--- src/hdl/xts_pkg.sv ---
package xts_pkg;

	localparam int QUEUE_DEPTH = 4;
	localparam int QPTR_BITS   = $clog2(QUEUE_DEPTH);
	localparam int TDATA_BITS  = 56;

	typedef enum logic [3:0] {
		M_TEXT,
		M_LT,
		M_PI,
		M_BANG,
		M_BANG_DASH,
		M_COMMENT,
		M_CDATA_OPEN,
		M_CDATA,
		M_DECL,
		M_CLOSE,
		M_NAME,
		M_ATTR,
		M_HALT
	} scan_mode_t;

	typedef enum logic [2:0] {
		EV_ROOT_CHAR,
		EV_ROOT_DONE,
		EV_TOP_CHAR,
		EV_TOP_DONE,
		EV_GRANDCHILD,
		EV_SCAN_DONE
	} event_kind_t;

	localparam logic [7:0] CH_LT    = 8'h3C;
	localparam logic [7:0] CH_GT    = 8'h3E;
	localparam logic [7:0] CH_QUEST = 8'h3F;
	localparam logic [7:0] CH_BANG  = 8'h21;
	localparam logic [7:0] CH_SLASH = 8'h2F;
	localparam logic [7:0] CH_DASH  = 8'h2D;
	localparam logic [7:0] CH_LBRK  = 8'h5B;
	localparam logic [7:0] CH_RBRK  = 8'h5D;
	localparam logic [7:0] CH_SPACE = 8'h20;
	localparam logic [7:0] CH_TAB   = 8'h09;
	localparam logic [7:0] CH_CR    = 8'h0D;

	localparam logic [2:0] CDATA_TAIL_LEN = 3'd6;

	typedef struct packed {
		logic        valid;
		event_kind_t kind;
		logic [7:0]  name_char;
		logic        self_closing;
		logic        scan_ok;
		logic [15:0] deepest;
		logic [23:0] tops_total;
		logic        end_of_run;
	} result_t;

	// bytes that follow "<![" to open a CDATA section
	function automatic logic [7:0] cdata_tail(input logic [2:0] idx);
		logic [7:0] ch;
		case (idx)
			3'd0:    ch = 8'h43; // C
			3'd1:    ch = 8'h44; // D
			3'd2:    ch = 8'h41; // A
			3'd3:    ch = 8'h54; // T
			3'd4:    ch = 8'h41; // A
			3'd5:    ch = CH_LBRK;
			default: ch = 8'h00;
		endcase
		return ch;
	endfunction

	function automatic logic is_space(input logic [7:0] b);
		return (b == CH_SPACE) || (b >= CH_TAB && b <= CH_CR);
	endfunction

endpackage

--- src/hdl/xts_scan.sv ---
module xts_scan #(
	parameter int DEPTH_BITS     = 16,
	parameter int TOP_COUNT_BITS = 24
) (
	input  logic             clk,
	input  logic             arst_n,
	input  logic             advance,
	input  logic [7:0]       text_byte,
	input  logic             is_last,
	output xts_pkg::result_t res_a,
	output xts_pkg::result_t res_b
);
	import xts_pkg::*;

	scan_mode_t                mode_q, mode_d, mode_n;
	logic [DEPTH_BITS-1:0]     depth_q, depth_n, depth_inc;
	logic [DEPTH_BITS-1:0]     deepest_q, deepest_n;
	logic [2:0]                match_q, match_d;
	logic [7:0]                prev_q;
	logic [TOP_COUNT_BITS-1:0] tops_q, tops_n;
	logic                      root_named_q, root_named_n;
	logic                      name_empty_q, name_empty_d, name_empty_n;
	logic                      failed_q, failed_n;
	logic                      do_open, do_name, do_close, self_cl;
	logic [32:0]               deep_w, tops_w;

	// next mode and decode of the byte
	always_comb begin
		mode_d       = mode_q;
		match_d      = match_q;
		name_empty_d = name_empty_q;
		do_open      = 1'b0;
		do_name      = 1'b0;
		do_close     = 1'b0;
		unique case (mode_q)
			M_TEXT: begin
				if (text_byte == CH_LT) begin
					mode_d       = M_LT;
					name_empty_d = 1'b1;
				end
			end
			M_LT: begin
				if (text_byte == CH_QUEST)      mode_d = M_PI;
				else if (text_byte == CH_BANG)  mode_d = M_BANG;
				else if (text_byte == CH_SLASH) mode_d = M_CLOSE;
				else if (text_byte == CH_GT)    do_open = 1'b1;
				else if (is_space(text_byte))   mode_d = M_ATTR;
				else begin
					do_name = 1'b1;
					mode_d  = M_NAME;
				end
			end
			M_PI: begin
				if (text_byte == CH_GT && prev_q == CH_QUEST) mode_d = M_TEXT;
			end
			M_BANG: begin
				if (text_byte == CH_DASH) mode_d = M_BANG_DASH;
				else if (text_byte == CH_LBRK) begin
					mode_d  = M_CDATA_OPEN;
					match_d = 3'd0;
				end else if (text_byte == CH_GT) mode_d = M_TEXT;
				else mode_d = M_DECL;
			end
			M_BANG_DASH: begin
				if (text_byte == CH_DASH) begin
					mode_d  = M_COMMENT;
					match_d = 3'd2;
				end else if (text_byte == CH_GT) mode_d = M_TEXT;
				else mode_d = M_DECL;
			end
			M_COMMENT, M_CDATA: begin
				if (text_byte == CH_GT && match_q >= 3'd2) begin
					mode_d  = M_TEXT;
					match_d = 3'd0;
				end else if (text_byte == ((mode_q == M_COMMENT) ? CH_DASH : CH_RBRK)) begin
					if (match_q < 3'd2) match_d = match_q + 3'd1;
				end else begin
					match_d = 3'd0;
				end
			end
			M_CDATA_OPEN: begin
				if (match_q < CDATA_TAIL_LEN && text_byte == cdata_tail(match_q)) begin
					if (match_q == CDATA_TAIL_LEN - 3'd1) begin
						mode_d  = M_CDATA;
						match_d = 3'd0;
					end else begin
						match_d = match_q + 3'd1;
					end
				end else if (text_byte == CH_GT) begin
					mode_d  = M_TEXT;
					match_d = 3'd0;
				end else begin
					mode_d  = M_DECL;
					match_d = 3'd0;
				end
			end
			M_DECL: begin
				if (text_byte == CH_GT) mode_d = M_TEXT;
			end
			M_CLOSE: begin
				if (text_byte == CH_GT) do_close = 1'b1;
			end
			M_NAME: begin
				if (text_byte == CH_GT) do_open = 1'b1;
				else if (is_space(text_byte) || text_byte == CH_SLASH) mode_d = M_ATTR;
				else do_name = 1'b1;
			end
			M_ATTR: begin
				if (text_byte == CH_GT) do_open = 1'b1;
			end
			default: mode_d = M_HALT;
		endcase
	end

	// counters and events
	always_comb begin
		mode_n       = mode_d;
		depth_n      = depth_q;
		deepest_n    = deepest_q;
		tops_n       = tops_q;
		root_named_n = root_named_q;
		name_empty_n = name_empty_d;
		failed_n     = failed_q;
		self_cl      = (prev_q == CH_SLASH);
		depth_inc    = depth_q + DEPTH_BITS'(1);
		res_a        = '0;
		res_b        = '0;

		if (do_name) begin
			name_empty_n = 1'b0;
			if (depth_q == '0) begin
				res_a.valid     = 1'b1;
				res_a.kind      = EV_ROOT_CHAR;
				res_a.name_char = text_byte;
			end else if (depth_q == DEPTH_BITS'(1)) begin
				res_a.valid     = 1'b1;
				res_a.kind      = EV_TOP_CHAR;
				res_a.name_char = text_byte;
			end
		end

		if (do_open) begin
			if (&depth_q) begin
				failed_n = 1'b1;
				mode_n   = M_HALT;
			end else begin
				if (depth_inc > deepest_q) deepest_n = depth_inc;
				if (depth_q == '0) begin
					root_named_n       = !name_empty_q;
					res_a.valid        = 1'b1;
					res_a.kind         = EV_ROOT_DONE;
					res_a.self_closing = self_cl;
				end else if (depth_q == DEPTH_BITS'(1)) begin
					if (!(&tops_q)) tops_n = tops_q + TOP_COUNT_BITS'(1);
					res_a.valid        = 1'b1;
					res_a.kind         = EV_TOP_DONE;
					res_a.self_closing = self_cl;
				end else if (depth_q == DEPTH_BITS'(2) && tops_q != '0) begin
					res_a.valid = 1'b1;
					res_a.kind  = EV_GRANDCHILD;
				end
				depth_n = self_cl ? depth_q : depth_inc;
				mode_n  = M_TEXT;
			end
		end

		if (do_close) begin
			if (depth_q == '0) begin
				failed_n = 1'b1;
				mode_n   = M_HALT;
			end else begin
				depth_n = depth_q - DEPTH_BITS'(1);
				mode_n  = M_TEXT;
			end
		end

		// saturate to the fixed result widths
		deep_w = 33'(deepest_n);
		tops_w = 33'(tops_n);
		if (is_last) begin
			res_b.valid      = 1'b1;
			res_b.kind       = EV_SCAN_DONE;
			res_b.scan_ok    = !failed_n && root_named_n && depth_n == '0 &&
			                   (mode_n == M_TEXT || mode_n == M_LT);
			res_b.deepest    = (deep_w > 33'h0_FFFF) ? 16'hFFFF : deep_w[15:0];
			res_b.tops_total = (tops_w > 33'hFF_FFFF) ? 24'hFF_FFFF : tops_w[23:0];
			res_b.end_of_run = 1'b1;
		end
		res_a.end_of_run = res_a.valid && !is_last;
	end

	always_ff @(posedge clk or negedge arst_n) begin
		if (!arst_n) begin
			mode_q       <= M_TEXT;
			depth_q      <= '0;
			deepest_q    <= '0;
			match_q      <= '0;
			prev_q       <= '0;
			tops_q       <= '0;
			root_named_q <= 1'b0;
			name_empty_q <= 1'b1;
			failed_q     <= 1'b0;
		end else if (advance) begin
			if (is_last) begin
				// back to the reset state for the next document
				mode_q       <= M_TEXT;
				depth_q      <= '0;
				deepest_q    <= '0;
				match_q      <= '0;
				prev_q       <= '0;
				tops_q       <= '0;
				root_named_q <= 1'b0;
				name_empty_q <= 1'b1;
				failed_q     <= 1'b0;
			end else begin
				mode_q       <= mode_n;
				depth_q      <= depth_n;
				deepest_q    <= deepest_n;
				match_q      <= match_d;
				prev_q       <= text_byte;
				tops_q       <= tops_n;
				root_named_q <= root_named_n;
				name_empty_q <= name_empty_n;
				failed_q     <= failed_n;
			end
		end
	end

endmodule

--- src/hdl/xts_out_queue.sv ---
module xts_out_queue (
	input  logic             clk,
	input  logic             arst_n,
	input  logic [1:0]       push_n,
	input  xts_pkg::result_t din_a,
	input  xts_pkg::result_t din_b,
	input  logic             pop,
	output xts_pkg::result_t dout,
	output logic             not_empty,
	output logic             room_for_two
);
	import xts_pkg::*;

	result_t              entry_q [QUEUE_DEPTH];
	logic [QPTR_BITS-1:0] wr_q, rd_q;
	logic [QPTR_BITS:0]   count_q;
	logic                 do_pop;

	assign not_empty    = (count_q != '0);
	assign room_for_two = (count_q <= (QPTR_BITS+1)'(QUEUE_DEPTH - 2));
	assign dout         = entry_q[rd_q];
	assign do_pop       = pop && not_empty;

	always_ff @(posedge clk) begin
		if (push_n != 2'd0) entry_q[wr_q] <= din_a;
		if (push_n == 2'd2) entry_q[wr_q + QPTR_BITS'(1)] <= din_b;
	end

	always_ff @(posedge clk or negedge arst_n) begin
		if (!arst_n) begin
			wr_q    <= '0;
			rd_q    <= '0;
			count_q <= '0;
		end else begin
			wr_q    <= wr_q + QPTR_BITS'(push_n);
			rd_q    <= rd_q + QPTR_BITS'(do_pop);
			count_q <= count_q + (QPTR_BITS+1)'(push_n) - (QPTR_BITS+1)'(do_pop);
		end
	end

endmodule

--- src/hdl/xml_top_level_scanner.sv ---
// XML tag depth scanner. One document byte enters per request on the s_ side,
// with tlast on the final byte; the block tracks tag nesting, skips
// instructions, comments, CDATA and declarations, and streams events on the
// m_ side: root and top name bytes, tag-done events, grandchild events and a
// closing scan-done report. It takes one byte per clock unless stalled: a byte
// is held in the input register, where the mode machine and counters handle
// it, and its results land in a four-entry result queue, which drives the m_
// side. Most bytes give no result or one; the final byte of a document may
// give two, which leave the queue one after the other. The input stalls only
// while the result queue holds more than two results.
module xml_top_level_scanner #(
	parameter int DEPTH_BITS     = 16,
	parameter int TOP_COUNT_BITS = 24
) (
	input  logic                            clk,
	input  logic                            arst_n,
	input  logic                            s_tvalid,
	output logic                            s_tready,
	input  logic [7:0]                      s_tdata,  // text_byte
	input  logic                            s_tlast,  // is_last
	output logic                            m_tvalid,
	input  logic                            m_tready,
	// name_char, self_closing, scan_ok, deepest, tops_total, zero fill
	output logic [xts_pkg::TDATA_BITS-1:0]  m_tdata,
	output logic [2:0]                      m_tuser,  // event_kind
	output logic                            m_tlast   // end_of_run
);
	import xts_pkg::*;

	logic       valid_s1;
	logic [7:0] byte_s1;
	logic       last_s1;
	logic       advance, room;
	logic [1:0] push_n;
	result_t    res_a, res_b, first, head;

	assign advance  = valid_s1 && room;
	assign s_tready = !valid_s1 || advance;

	always_ff @(posedge clk or negedge arst_n) begin
		if (!arst_n) begin
			valid_s1 <= 1'b0;
		end else if (s_tready) begin
			valid_s1 <= s_tvalid;
		end
	end

	always_ff @(posedge clk) begin
		if (s_tvalid && s_tready) begin
			byte_s1 <= s_tdata;
			last_s1 <= s_tlast;
		end
	end

	xts_scan #(
		.DEPTH_BITS    (DEPTH_BITS),
		.TOP_COUNT_BITS(TOP_COUNT_BITS)
	) u_scan (
		.clk      (clk),
		.arst_n   (arst_n),
		.advance  (advance),
		.text_byte(byte_s1),
		.is_last  (last_s1),
		.res_a    (res_a),
		.res_b    (res_b)
	);

	// pack the valid results to the front
	assign first  = res_a.valid ? res_a : res_b;
	assign push_n = advance ? (2'(res_a.valid) + 2'(res_b.valid)) : 2'd0;

	xts_out_queue u_queue (
		.clk         (clk),
		.arst_n      (arst_n),
		.push_n      (push_n),
		.din_a       (first),
		.din_b       (res_b),
		.pop         (m_tready),
		.dout        (head),
		.not_empty   (m_tvalid),
		.room_for_two(room)
	);

	assign m_tuser = head.kind;
	assign m_tlast = head.end_of_run;
	assign m_tdata = {6'd0, head.tops_total, head.deepest, head.scan_ok,
	                  head.self_closing, head.name_char};

endmodule

--- config.mk ---
export PLATFORM = sky130hd
export DESIGN_NAME = xml_top_level_scanner
export DESIGN_NICKNAME = d
export VERILOG_FILES = /design/src/hdl/xts_pkg.sv /design/src/hdl/xts_scan.sv /design/src/hdl/xts_out_queue.sv /design/src/hdl/xml_top_level_scanner.sv
export SDC_FILE = /design/constraint.sdc
export NUM_CORES = 1
export LEC_CHECK = 0
export ABC_AREA = 1
export BUFFER_PORTS_ARGS = -buffer_cell sky130_fd_sc_hd__clkbuf_2
export CORE_MARGIN = 2
export CORE_UTILIZATION = 47
export DETAILED_ROUTE_END_ITERATION = 8
export HOLD_SLACK_MARGIN = 0.06
export PLACE_DENSITY = 0.66
export SYNTH_ARGS = -nofsm -noshare
export SYNTH_HDL_FRONTEND = slang
export SYNTH_SLANG_ARGS = --single-unit
export TNS_END_PERCENT = 100
--- constraint.sdc ---
create_clock -name clk -period 4.3 [get_ports clk]
set_clock_uncertainty 0.15 [all_clocks]
set_input_delay 0.43 -clock clk [delete_from_list [all_inputs] [get_ports clk]]
set_output_delay 0.43 -clock clk [all_outputs]
set_load 0.05 [all_outputs]
==> impl_results.md, run 1 <==
- Crit end category: flop
- Post-synthesis simple-gate area fraction: 0.254
- Switching Fraction: 0.436
- Seq/Total Area, Yosys: 0.500
- Clock Tree Buf Depth: 3
- Crit path kind: flop to flop
- Hold Path Cell Cnt: 2
- First-pass GRT wire length: 76.0 mm
- WL/cell: 18.7 µm
- Synth Area in Compound Gates: 0.132
- Post-synth top cells: 377 x nand2_1, 361 x nor2_1, 227 x o21ai_0, 185 x edfxtp_1, 165 x inv_1
- Area Overhead vs Synth: 12.8%
- # IOs: 75
- Chip height: 193 µm
- Crit path buffers/inverters: 4
- Worst slew margin: 0.341
- H-Tree Depth: 2
- Fin crit period: 3.99 ns
- Post-CTS setup buffers: 0
- DRT iter0 DRCs: 1265
- Setup WS pre-CTS: -0.0960 ns
- Crit-path slowest cell: buf_4
- FFs w/ async S/R, synth: 0.267
- Slew @ Worst Pin: 0.984 ns
- Post-synth EDFFs: 185
- Startpoint Class: flop
- Logic pwr share: 0.393
- Clock group share of total power: 0.283
- Clock slew at reported path FFs: 0.06 ns
- Top-area cell type share of the netlist area: 0.330
- Cells along the critical path: inv_1 > ha_1 > nand2_1 > nor2_4 > nand2_2 > nand2_1 > nor2_1 > o21ai_0 > ha_1 > inv_1 > nor2_1 > nor2_1 > inv_1 > nand2_1 > o21ai_4 > buf_4
- Die area: 0.0373 mm²
- Largest net degree at the start of global routing: 110
- Final slew viol count: 0
- Yosys reg bits: 307
- CTS tree: done
- Largest family of logic cells by synthesized area: simple AND/OR/NAND/NOR gates
- Grt ovf: 0
- DR DRC count: 0
- Status: complete, no violations
- Crit path DAT: 3.98 ns
- Final instance area: 0.0190 mm²
- Pwr/cell area: 593 mW/mm²
- Xor/xnor share of the synthesized area: 0.0167
- Switching pwr: 0.00491 W
- Worst R2R Start: u_scan.depth_q[0]
- IO buf count: 68
- RSZ-0062 raised after global routing: no
- Detail Placement HPWL: 30.8 mm
- CP startpoint: u_scan.depth_q[0]
- Starting Density: 0.475
- ANT nets after route: 0
- Count leader, synth: nand2_1
- Pleak: 7.68 nW
- Via density: 5.63
- Tot GR Track Use: 0.260
- Area contributors post-synth: edfxtp_1 33%, dfrtp_1 12%, nand2_1 8.4%
- Rows: 69
- Finished Layout Cells: 2567
- R2r worst-path depth: 16
- Synth Instances: 2023
- Int Power: 0.00635 W
- DRT Wirelength: 47.9 mm
- Die Wd: 193 µm
- Initial antenna violation count: 0
- Worst Hold Launch: u_queue.entry_q[0][42]
- Hold Vio Cnt, Final: 0
- CTS buffer count: 36
- FILL cells: 3322
- Crit-path leading delay family: simple AND/OR/NAND/NOR gates
- Synth unique cells: 56
- Nets@finish: 2124
- Vias in the first global route: 14100
- Tcrit/Tclk final: 0.928
- # setup viols final: 0
- Skew-Pair Late Insertion Delay: 0.52 ns
- Drt pass-1 iters: 6
- Peak supply drop: 0.648 mV
- Clock root cell: clkbuf_16
- GP Congestion: 0.947
- Data required, critical path: 4.29 ns
- Adder-Cell Fraction of Synth Area: 0.0243
- Vias: 14400
- Cell taking the most area after synthesis: edfxtp_1
- CORE AREA: 0.0354 mm²
- Post-DP Area: 0.0176 mm²
- Main flop type after synthesis: edfxtp_1
- Multiplexer area fraction after synthesis: 0
- Final WS setup: 0.311 ns
- Crit. path cell count: 16
- YS warnings: 0
- Part of the power in registers: 0.325
- Max FO, Critical Path: 54
- Syn Area/Cell: 8.31 µm²
- # placed instances: 2491
- Sink Count: 307
- Max frequency: 251 MHz
- Worst hold path type: flop to flop
- Slowest stage delay, CP: 0.65 ns
- Synth Cell Area: 0.0168 mm²
- Layout cell share with drive strength beyond 1: 0.128
- Diode count: 0
- Max Cap Viol: 0
## layer usage
metal	track usage	vias to the layer above	part of all wire
met5	0	-	0
met4	0.0717	0	0.022
met3	0.0357	82	0.074
met2	0.448	585	0.48
met1	0.344	6897	0.42
li1	-	6883	-
## cell families (layout without fill, tap and decap cells)
kind of cell	after synthesis	in the layout
AND/OR/NAND/NOR	977	977
AO/OA/AOI/OAI	388	388
flip-flops	307	307
buffers and inverters	286	364
adder cells (fa/ha/maj)	32	32
XOR/XNOR	32	32
other	1	6
## flip-flops by register name, indices dropped and copies added (netlist names), 4 cells and up
name and flops:
u_queue.entry_q 216, u_scan.tops_q 24, u_scan.depth_q 16, byte_s1 8, u_scan.deepest_q 16, u_scan.prev_q 8, u_scan.mode_q 4
## path summary, 6_finish.rpt
check	to	slack, ns
max	u_queue.entry_q[0][37]	0.31
min	u_queue.entry_q[0][42]	0.32
max reg2reg	u_queue.entry_q[0][37]	0.31
min reg2reg	u_queue.entry_q[0][42]	0.32
max in group asynchronous	u_scan.mode_q[1]	2.68
min in group asynchronous	u_scan.deepest_q[7]	0.43
## cell usage in the layout (no fill, tap or decap), types with 4 or more instances in the layout
master / count
nand2_1: 374
clkbuf_16: 39
bufinv_16: 4
inv_2: 12
clkinv_2: 6
nand3_2: 5
o21ai_4: 5
nor3_1: 23
dfxtp_1: 40
nor2_1: 360
xor2_1: 29
o211ai_1: 6
o21ai_1: 4
nand4_1: 21
nand2_2: 21
clkinv_1: 7
dfrtp_1: 80
nor2_4: 9
clkbuf_2: 67
o21ai_2: 15
buf_4: 33
inv_1: 165
conb_1: 6
dlygate4sd3_1: 11
nor2_2: 11
a21oi_1: 30
o22ai_1: 86
nand3_1: 115
buf_12: 6
clkinvlp_4: 5
o21ai_0: 227
or2_1: 7
ha_1: 31
nand2_4: 8
edfxtp_1: 185
## per-stage QoR
| step | hold WS, ns | util | TNS (ns) | total power, W |
|---|---|---|---|---|
| 2_1_floorplan | -0.0156 | - | 0 | 0.00688 |
| 3_3_place_gp | 0.309 | 0.498 | 0 | 0.00808 |
| 3_5_place_dp | 0.313 | 0.498 | -0.468 | 0.00812 |
| 4_1_cts | 0.322 | 0.536 | 0 | 0.0113 |
| 5_1_grt | 0.339 | 0.536 | 0 | 0.0118 |
| 6_report | 0.324 | 0.536 | 0 | 0.0113 |
## final cells by class
class / instances / area, µm² / share of cell area
flip-flops and latches: 307 / 8410 / 0.443
multi-input cells: 1435 / 7240 / 0.382
clock buffers: 43 / 1000 / 0.0528
repair buffers: 117 / 813 / 0.0429
inverters: 182 / 693 / 0.0365
well taps: 461 / 577 / 0.0304
clock inverters: 22 / 236 / 0.0125
## worst min-delay path: stages, from the launching register on
cell and delay (ns):
dfxtp_1 0.31, inv_1 0.05, o22ai_1 0.07
## power groups by stage
stage	sequential [W]	clock, W	combinational, W
2_1_floorplan	0.00367	0	0.00321
3_3_place_gp	0.00370	0	0.00438
3_5_place_dp	0.00371	0	0.00441
4_1_cts	0.00365	0.00323	0.00443
5_1_grt	0.00369	0.00334	0.00473
6_report	0.00365	0.00318	0.00442
## what timing repair did
action | CTS | global route
pin swaps | 0 | 0
endpoints found under the setup margin | 28 | 11
endpoints found under the hold margin | 68 | 0
gates resized for setup | 1 | 1
hold buffers | 11 | 0
gates cloned | 0 | 0
No activity file was read; power rests on OpenSTA's default activity.
==> inputs of run 2 (changes only) <==
--- a/config.mk
+++ b/config.mk
@@ -6,12 +6,13 @@
 export NUM_CORES = 1
 export LEC_CHECK = 0
 export ABC_AREA = 1
-export BUFFER_PORTS_ARGS = -buffer_cell sky130_fd_sc_hd__clkbuf_2
+export BUFFER_PORTS_ARGS = -buffer_cell sky130_fd_sc_hd__buf_2
 export CORE_MARGIN = 2
 export CORE_UTILIZATION = 47
 export DETAILED_ROUTE_END_ITERATION = 8
 export HOLD_SLACK_MARGIN = 0.06
 export PLACE_DENSITY = 0.66
+export SLEW_MARGIN = 20
 export SYNTH_ARGS = -nofsm -noshare
 export SYNTH_HDL_FRONTEND = slang
 export SYNTH_SLANG_ARGS = --single-unit
==> impl_results.md, run 2 (same netlist as run 1, synthesis figures left out) <==
- Switching pwr: 0.00487 W (was 0.00491 W)
- DRT Wirelength: 47.4 mm (was 47.9 mm)
- Fin crit period: 3.99 ns (about the same)
- Largest register FFs: 216 (unchanged)
- Sink Count: 307 (unchanged)
- Switching Fraction: 0.429 (was 0.436)
- Data required, critical path: 4.29 ns (about the same)
- DRT iter0 DRCs: 1328 (was 1265)
- Max frequency: 250 MHz (was 251 MHz)
- Area Overhead vs Synth: 12.9% (was 12.8%)
- Tcrit/Tclk final: 0.929 (was 0.928)
- Pwr/cell area: 597 mW/mm² (was 593 mW/mm²)
- Die area: 0.0373 mm² (unchanged)
- Crit path kind: flop to flop (unchanged)
- # setup viols final: 0 (unchanged)
- Layout cell share with drive strength beyond 1: 0.126 (was 0.128)
- Final Util: 0.537 (was 0.536)
- Hold Path Cell Cnt: 3 (was 2)
- Via density: 5.63 (about the same)
- Die Wd: 193 µm (unchanged)
- Worst hold path type: input pin to flop (was flop to flop)
- Clock slew at reported path FFs: 0.06 ns (about the same)
- Nets@finish: 2123 (was 2124)
- Max Cap Viol: 0 (unchanged)
- Final slew viol count: 0 (unchanged)
- # IOs: 75 (unchanged)
- Crit-path slowest cell: buf_4 (unchanged)
- Peak supply drop: 0.585 mV (was 0.648 mV)
- Vias in the first global route: 13800 (was 14100)
- Clock group share of total power: 0.289 (was 0.283)
- Crit end category: flop (unchanged)
- Crit-path leading delay family: simple AND/OR/NAND/NOR gates (unchanged)
- Cells along the critical path: ha_1 > nand2_1 > nor2_2 > nand2_1 > inv_1 > nand3_1 > nand2_4 > o21ai_0 > ha_1 > inv_1 > nor2_1 > nor2_1 > inv_1 > nand2_1 > o21ai_4 > buf_4 (was inv_1 > ha_1 > nand2_1 > nor2_4 > nand2_2 > nand2_1 > nor2_1 > o21ai_0 > ha_1 > inv_1 > nor2_1 > nor2_1 > inv_1 > nand2_1 > o21ai_4 > buf_4)
- Skew-Pair Late Insertion Delay: 0.52 ns (about the same)
- RSZ-0062 raised after global routing: no (unchanged)
- Int Power: 0.00647 W (was 0.00635 W)
- Part of the power in registers: 0.325 (about the same)
- Largest net degree at the start of global routing: 73 (was 110)
- Worst Hold Launch: m_tready (was u_queue.entry_q[0][42])
- Diode count: 0 (unchanged)
- Post-CTS setup buffers: 0 (unchanged)
- Detail Placement HPWL: 30.8 mm (about the same)
- CTS tree: done (unchanged)
- Vias: 14400 (unchanged)
- IO buf count: 68 (unchanged)
- Hold Vio Cnt, Final: 0 (unchanged)
- Startpoint Class: flop (unchanged)
- Slew @ Worst Pin: 1.02 ns (was 0.984 ns)
- Drt pass-1 iters: 5 (was 6)
- Biggest registers after layout: u_queue.entry_q x216, u_scan.tops_q x24 (unchanged)
- Grt ovf: 0 (unchanged)
- Slowest stage delay, CP: 0.65 ns (about the same)
- Reg with most FFs: u_queue.entry_q (unchanged)
- R2r endpoint: u_queue.entry_q[0][29] (was u_queue.entry_q[0][37])
- Worst slew margin: 0.318 (was 0.341)
- WL/cell: 18.5 µm (was 18.7 µm)
- Logic pwr share: 0.385 (was 0.393)
- ANT nets after route: 0 (unchanged)
- CORE AREA: 0.0354 mm² (unchanged)
- DR DRC count: 0 (unchanged)
- Clock root cell: clkbuf_16 (unchanged)
- Post-DP Area: 0.0176 mm² (about the same)
- Starting Density: 0.475 (unchanged)
- Tot GR Track Use: 0.257 (was 0.260)
- R2r setup slk: 0.31 ns (about the same)
- Design Power: 0.0113 W (about the same)
- Status: complete, no violations (unchanged)
- Max FO, Critical Path: 54 (unchanged)
- CTS buffer count: 35 (was 36)
- R2r worst-path depth: 16 (unchanged)
- H-Tree Depth: 2 (unchanged)
- Chip height: 193 µm (unchanged)
- First-pass GRT wire length: 74.7 mm (was 76.0 mm)
- Crit path buffers/inverters: 4 (unchanged)
- Final instance area: 0.0190 mm² (about the same)
- Commonest non-fill, non-tap cell in the layout: nand2_1 (unchanged)
- Pleak: 7.69 nW (was 7.68 nW)
- FILL cells: 3295 (was 3322)
- Initial antenna violation count: 0 (unchanged)
- Crit path DAT: 3.99 ns (was 3.98 ns)
- Clock Tree Buf Depth: 3 (unchanged)
- Commonest cells after routing, fill and taps aside: 374 x nand2_1, 360 x nor2_1, 227 x o21ai_0, 185 x edfxtp_1, 165 x inv_1 (unchanged)
- Rows: 69 (unchanged)
- Worst R2R Start: u_scan.depth_q[1] (was u_scan.depth_q[0])
- GP Congestion: 0.955 (was 0.947)
- Hold EP: u_queue.rd_q[0] (was u_queue.entry_q[0][42])
[run 2: changes by cell type in the layout (fill, tap and decap cells not counted)]
cell        before  now
clkbuf_1         3    8
clkinv_4         2    3
clkbuf_2        67    0
buf_2            0   67
clkinv_2         6    3
buf_12           6    5
clkinv_1         7    5
clkbuf_8         1    3
clkbuf_16       39   38
buf_4           33   34
clkinvlp_4       5    1
inv_6            2    1
bufinv_16        4    6
[run 2: worst max path at each step]
stage                 startpoint                     end  cells after the start
2_1_floorplan  u_scan.depth_q[0]  u_queue.entry_q[3][16]                     18
3_3_place_gp   u_scan.depth_q[4]  u_queue.entry_q[2][29]                     14
3_5_place_dp   u_scan.depth_q[2]  u_queue.entry_q[2][30]                     14
4_1_cts        u_scan.depth_q[1]  u_queue.entry_q[2][30]                     15
5_1_grt        u_scan.depth_q[1]  u_queue.entry_q[0][33]                     16
6_report       u_scan.depth_q[1]  u_queue.entry_q[0][29]                     16
[run 2: layout make-up]
cell class | count | area, µm² | area share
sequential | 307 | 8410 | 0.443
multi-input combinational | 1435 | 7240 | 0.381
clock buffer | 49 | 1020 | 0.0538
timing repair buffer | 117 | 801 | 0.0422
inverter | 182 | 693 | 0.0365
tap | 461 | 577 | 0.0304
clock inverter | 15 | 244 | 0.0128
[run 2: power by group through the flow]
stage          sequential (W)  combinational (W)  clock, W
5_1_grt               0.00372            0.00467   0.00343
3_5_place_dp          0.00375            0.00438         0
2_1_floorplan         0.00367            0.00321         0
6_report              0.00369            0.00437   0.00328
3_3_place_gp          0.00374            0.00435         0
4_1_cts               0.00369            0.00440   0.00332
[run 2: per-stage QoR]
step                std cells  TNS (ns)  setup WS (ns)  hold WS (ns)
global route             2566         0        0.00140         0.316
finish                   2566         0          0.307         0.304
CTS                      2566         0          0.201         0.322
detailed placement       2491    -0.472        -0.0559         0.314
global placement         2491         0         0.0630         0.310
floorplan                2028         0          0.161       -0.0156
[run 2: timing repair]
action / CTS / global route
hold endpoints to repair: 76 / 0
pin swaps: 0 / 0
endpoints found under the setup margin: 29 / 25
hold buffers: 11 / 0
resized for setup: 1 / 1
[run 2: metal layers]
| metal | global-route usage | part of all wire | up-vias |
|---|---|---|---|
| met5 | 0 | 0 | - |
| met4 | 0.0962 | 0.034 | 0 |
| met3 | 0.0375 | 0.067 | 100 |
| met2 | 0.426 | 0.47 | 535 |
| met1 | 0.343 | 0.43 | 6930 |
| li1 | - | - | 6882 |
[run 2: worst register-to-register path, stage by stage (launching register included)]
cell	delay [ns]
dfrtp_1	0.49
ha_1	0.22
nand2_1	0.14
nor2_2	0.19
nand2_1	0.09
inv_1	0.08
nand3_1	0.16
nand2_4	0.17
o21ai_0	0.13
ha_1	0.33
inv_1	0.10
nor2_1	0.26
nor2_1	0.11
inv_1	0.10
nand2_1	0.11
o21ai_4	0.10
buf_4	0.65
==> inputs of run 3 (changes only) <==
--- a/config.mk
+++ b/config.mk
@@ -11,7 +11,6 @@
 export CORE_UTILIZATION = 47
 export DETAILED_ROUTE_END_ITERATION = 8
 export HOLD_SLACK_MARGIN = 0.06
-export PLACE_DENSITY = 0.66
 export SLEW_MARGIN = 20
 export SYNTH_ARGS = -nofsm -noshare
 export SYNTH_HDL_FRONTEND = slang
==> constraint.sdc (replaced) <==
create_clock -name clk -period 3.9 [get_ports clk]
set_clock_uncertainty 0.15 [all_clocks]
set_input_delay 0.39 -clock clk [delete_from_list [all_inputs] [get_ports clk]]
set_output_delay 0.39 -clock clk [all_outputs]
set_load 0.05 [all_outputs]
==> impl_results.md, run 3 (same netlist as run 1, synthesis figures left out) <==
- Status: complete, no violations (unchanged)
- Design Power: 0.0125 W (was 0.0113 W)
- Starting Density: 0.475 (unchanged)
- Area Overhead vs Synth: 14.7% (was 12.9%)
- Worst slew margin: 0.436 (was 0.318)
- Peak supply drop: 0.865 mV (was 0.585 mV)
- Detail Placement HPWL: 31.6 mm (was 30.8 mm)
- Die Wd: 193 µm (unchanged)
- Reg with most FFs: u_queue.entry_q (unchanged)
- Hold Vio Cnt, Final: 0 (unchanged)
- DR DRC count: 0 (unchanged)
- Largest register FFs: 216 (unchanged)
- Grt ovf: 0 (unchanged)
- Crit end category: flop (unchanged)
- Max Cap Viol: 0 (unchanged)
- Clock slew at reported path FFs: 0.06 ns (about the same)
- Commonest cells after routing, fill and taps aside: 374 x nand2_1, 358 x nor2_1, 227 x o21ai_0, 185 x edfxtp_1, 164 x inv_1 (was 374 x nand2_1, 360 x nor2_1, 227 x o21ai_0, 185 x edfxtp_1, 165 x inv_1)
- Worst hold path type: input pin to flop (unchanged)
- Biggest registers after layout: u_queue.entry_q x216, u_scan.tops_q x24 (unchanged)
- Pwr/cell area: 649 mW/mm² (was 597 mW/mm²)
- # placed instances: 2496 (was 2491)
- Crit path kind: flop to flop (unchanged)
- FF+latch area: 0.00841 mm² (about the same)
- Die area: 0.0373 mm² (unchanged)
- DRT Wirelength: 48.9 mm (was 47.4 mm)
- Chip height: 193 µm (unchanged)
- Data required, critical path: 4.14 ns (was 4.29 ns)
- Fin crit period: 3.69 ns (was 3.99 ns)
- Vias in the first global route: 13600 (was 13800)
- DRT iter0 DRCs: 1210 (was 1328)
- Finished Layout Cells: 2592 (was 2566)
- Max FO, Critical Path: 11 (was 54)
- # setup viols final: 0 (unchanged)
- Diode count: 0 (unchanged)
- Nets@finish: 2148 (was 2123)
- WL/cell: 18.9 µm (was 18.5 µm)
- Crit path DAT: 3.93 ns (was 3.99 ns)
- IO buf count: 68 (unchanged)
- Max frequency: 271 MHz (was 250 MHz)
- Skew-Pair Late Insertion Delay: 0.52 ns (about the same)
- Slew @ Worst Pin: 0.847 ns (was 1.02 ns)
- Vias: 14400 (about the same)
- Drt pass-1 iters: 7 (was 5)
- Clock root cell: clkbuf_16 (unchanged)
- Layout cell share with drive strength beyond 1: 0.138 (was 0.126)
- Commonest non-fill, non-tap cell in the layout: nand2_1 (unchanged)
- Clock Tree Buf Depth: 3 (unchanged)
- Via density: 5.55 (was 5.63)
- Final slew viol count: 0 (unchanged)
- CORE AREA: 0.0354 mm² (unchanged)
- Tcrit/Tclk final: 0.946 (was 0.929)
- # IOs: 75 (unchanged)
- Tot GR Track Use: 0.260 (was 0.257)
- Largest net degree at the start of global routing: 63 (was 73)
- GP Congestion: 0.933 (was 0.955)
- Startpoint Class: flop (unchanged)
- Rows: 69 (unchanged)
- ANT nets after route: 0 (unchanged)
- Initial antenna violation count: 0 (unchanged)
- Sink Count: 307 (unchanged)
- First-pass GRT wire length: 75.9 mm (was 74.7 mm)
- Pleak: 7.84 nW (was 7.69 nW)
- Setup_tns: 0 ns (unchanged)
- Area of the multi-input gates: 0.00727 mm² (was 0.00724 mm²)
- CTS buffer count: 36 (was 35)
- CTS tree: done (unchanged)
- FILL cells: 3286 (was 3295)
- H-Tree Depth: 2 (unchanged)
- RSZ-0062 raised after global routing: yes (was no)
run 3: routing by layer:
layer,share of wire,global-route usage,vias to the layer above
met2,0.47,0.422,450
met1,0.45,0.373,6942
met3,0.059,0.0351,66
li1,-,-,6936
met5,0,0,-
met4,0.019,0.0577,0
run 3: path summary, 6_finish.rpt:
| kind | slack, ns | end | startpoint | depth (start not counted) |
|---|---|---|---|---|
| min reg2reg | 0.33 | u_queue.entry_q[0][49] | u_queue.entry_q[0][49] | 2 |
| max | 0.21 | u_queue.entry_q[2][7] | u_scan.depth_q[1] | 20 |
| max reg2reg | 0.21 | u_queue.entry_q[2][7] | u_scan.depth_q[1] | 20 |
| min in group asynchronous | 0.33 | u_scan.deepest_q[13] | arst_n | 2 |
| max in group asynchronous | 2.37 | u_scan.name_empty_q | arst_n | 3 |
| min | 0.30 | u_queue.rd_q[0] | m_tready | 3 |
run 3: area by class of cell:
cell class / count / share of cell area
Inverter: 182 / 0.0359
Clock buffer: 48 / 0.0533
Timing Repair Buffer: 141 / 0.0568
Tap cell: 461 / 0.0299
Sequential cell: 307 / 0.436
Multi-Input combinational cell: 1435 / 0.377
Clock inverter: 18 / 0.0108
run 3: timing repair:
action | 4_1_cts | 5_1_grt
hold endpoints to repair | 61 | 0
hold buffers | 11 | 0
setup buffers | 0 | 16
endpoints found under the setup margin | 80 | 220
gates resized for setup | 1 | 9
gates cloned | 0 | 3
run 3: critical path, stage by stage (launching register included):
cell,delay [ns]
dfrtp_2,0.47
inv_1,0.13
ha_1,0.24
nand2_1,0.17
nor2_4,0.20
nand2_2,0.08
nand2_1,0.14
nor2_1,0.08
o21ai_0,0.20
ha_1,0.18
inv_1,0.04
nor2_2,0.18
inv_1,0.10
nor2_2,0.21
nand2_1,0.11
buf_4,0.21
nand2_2,0.13
o21ai_4,0.16
buf_4,0.19
buf_4,0.12
nor2_1,0.08
run 3: report_power, final:
group / total (W) / internal, W / switching, W
logic: 0.00490 / 0.00111 / 0.00379
clock network: 0.00350 / 0.00213 / 0.00137
registers: 0.00411 / 0.00387 / 0.000248
total: 0.0125 / 0.00711 / 0.00541
run 3: per-stage QoR:
stage,setup slack (ns),area (µm²),util,hold slack (ns)
finish,0.210,19300,0.545,0.302
global route,-0.0356,19300,0.545,0.314
CTS,0.0249,19100,0.538,0.302
detailed placement,-0.274,17700,0.500,0.312
global placement,-0.162,17700,0.500,0.308
floorplan,0.173,16800,-,-0.0556
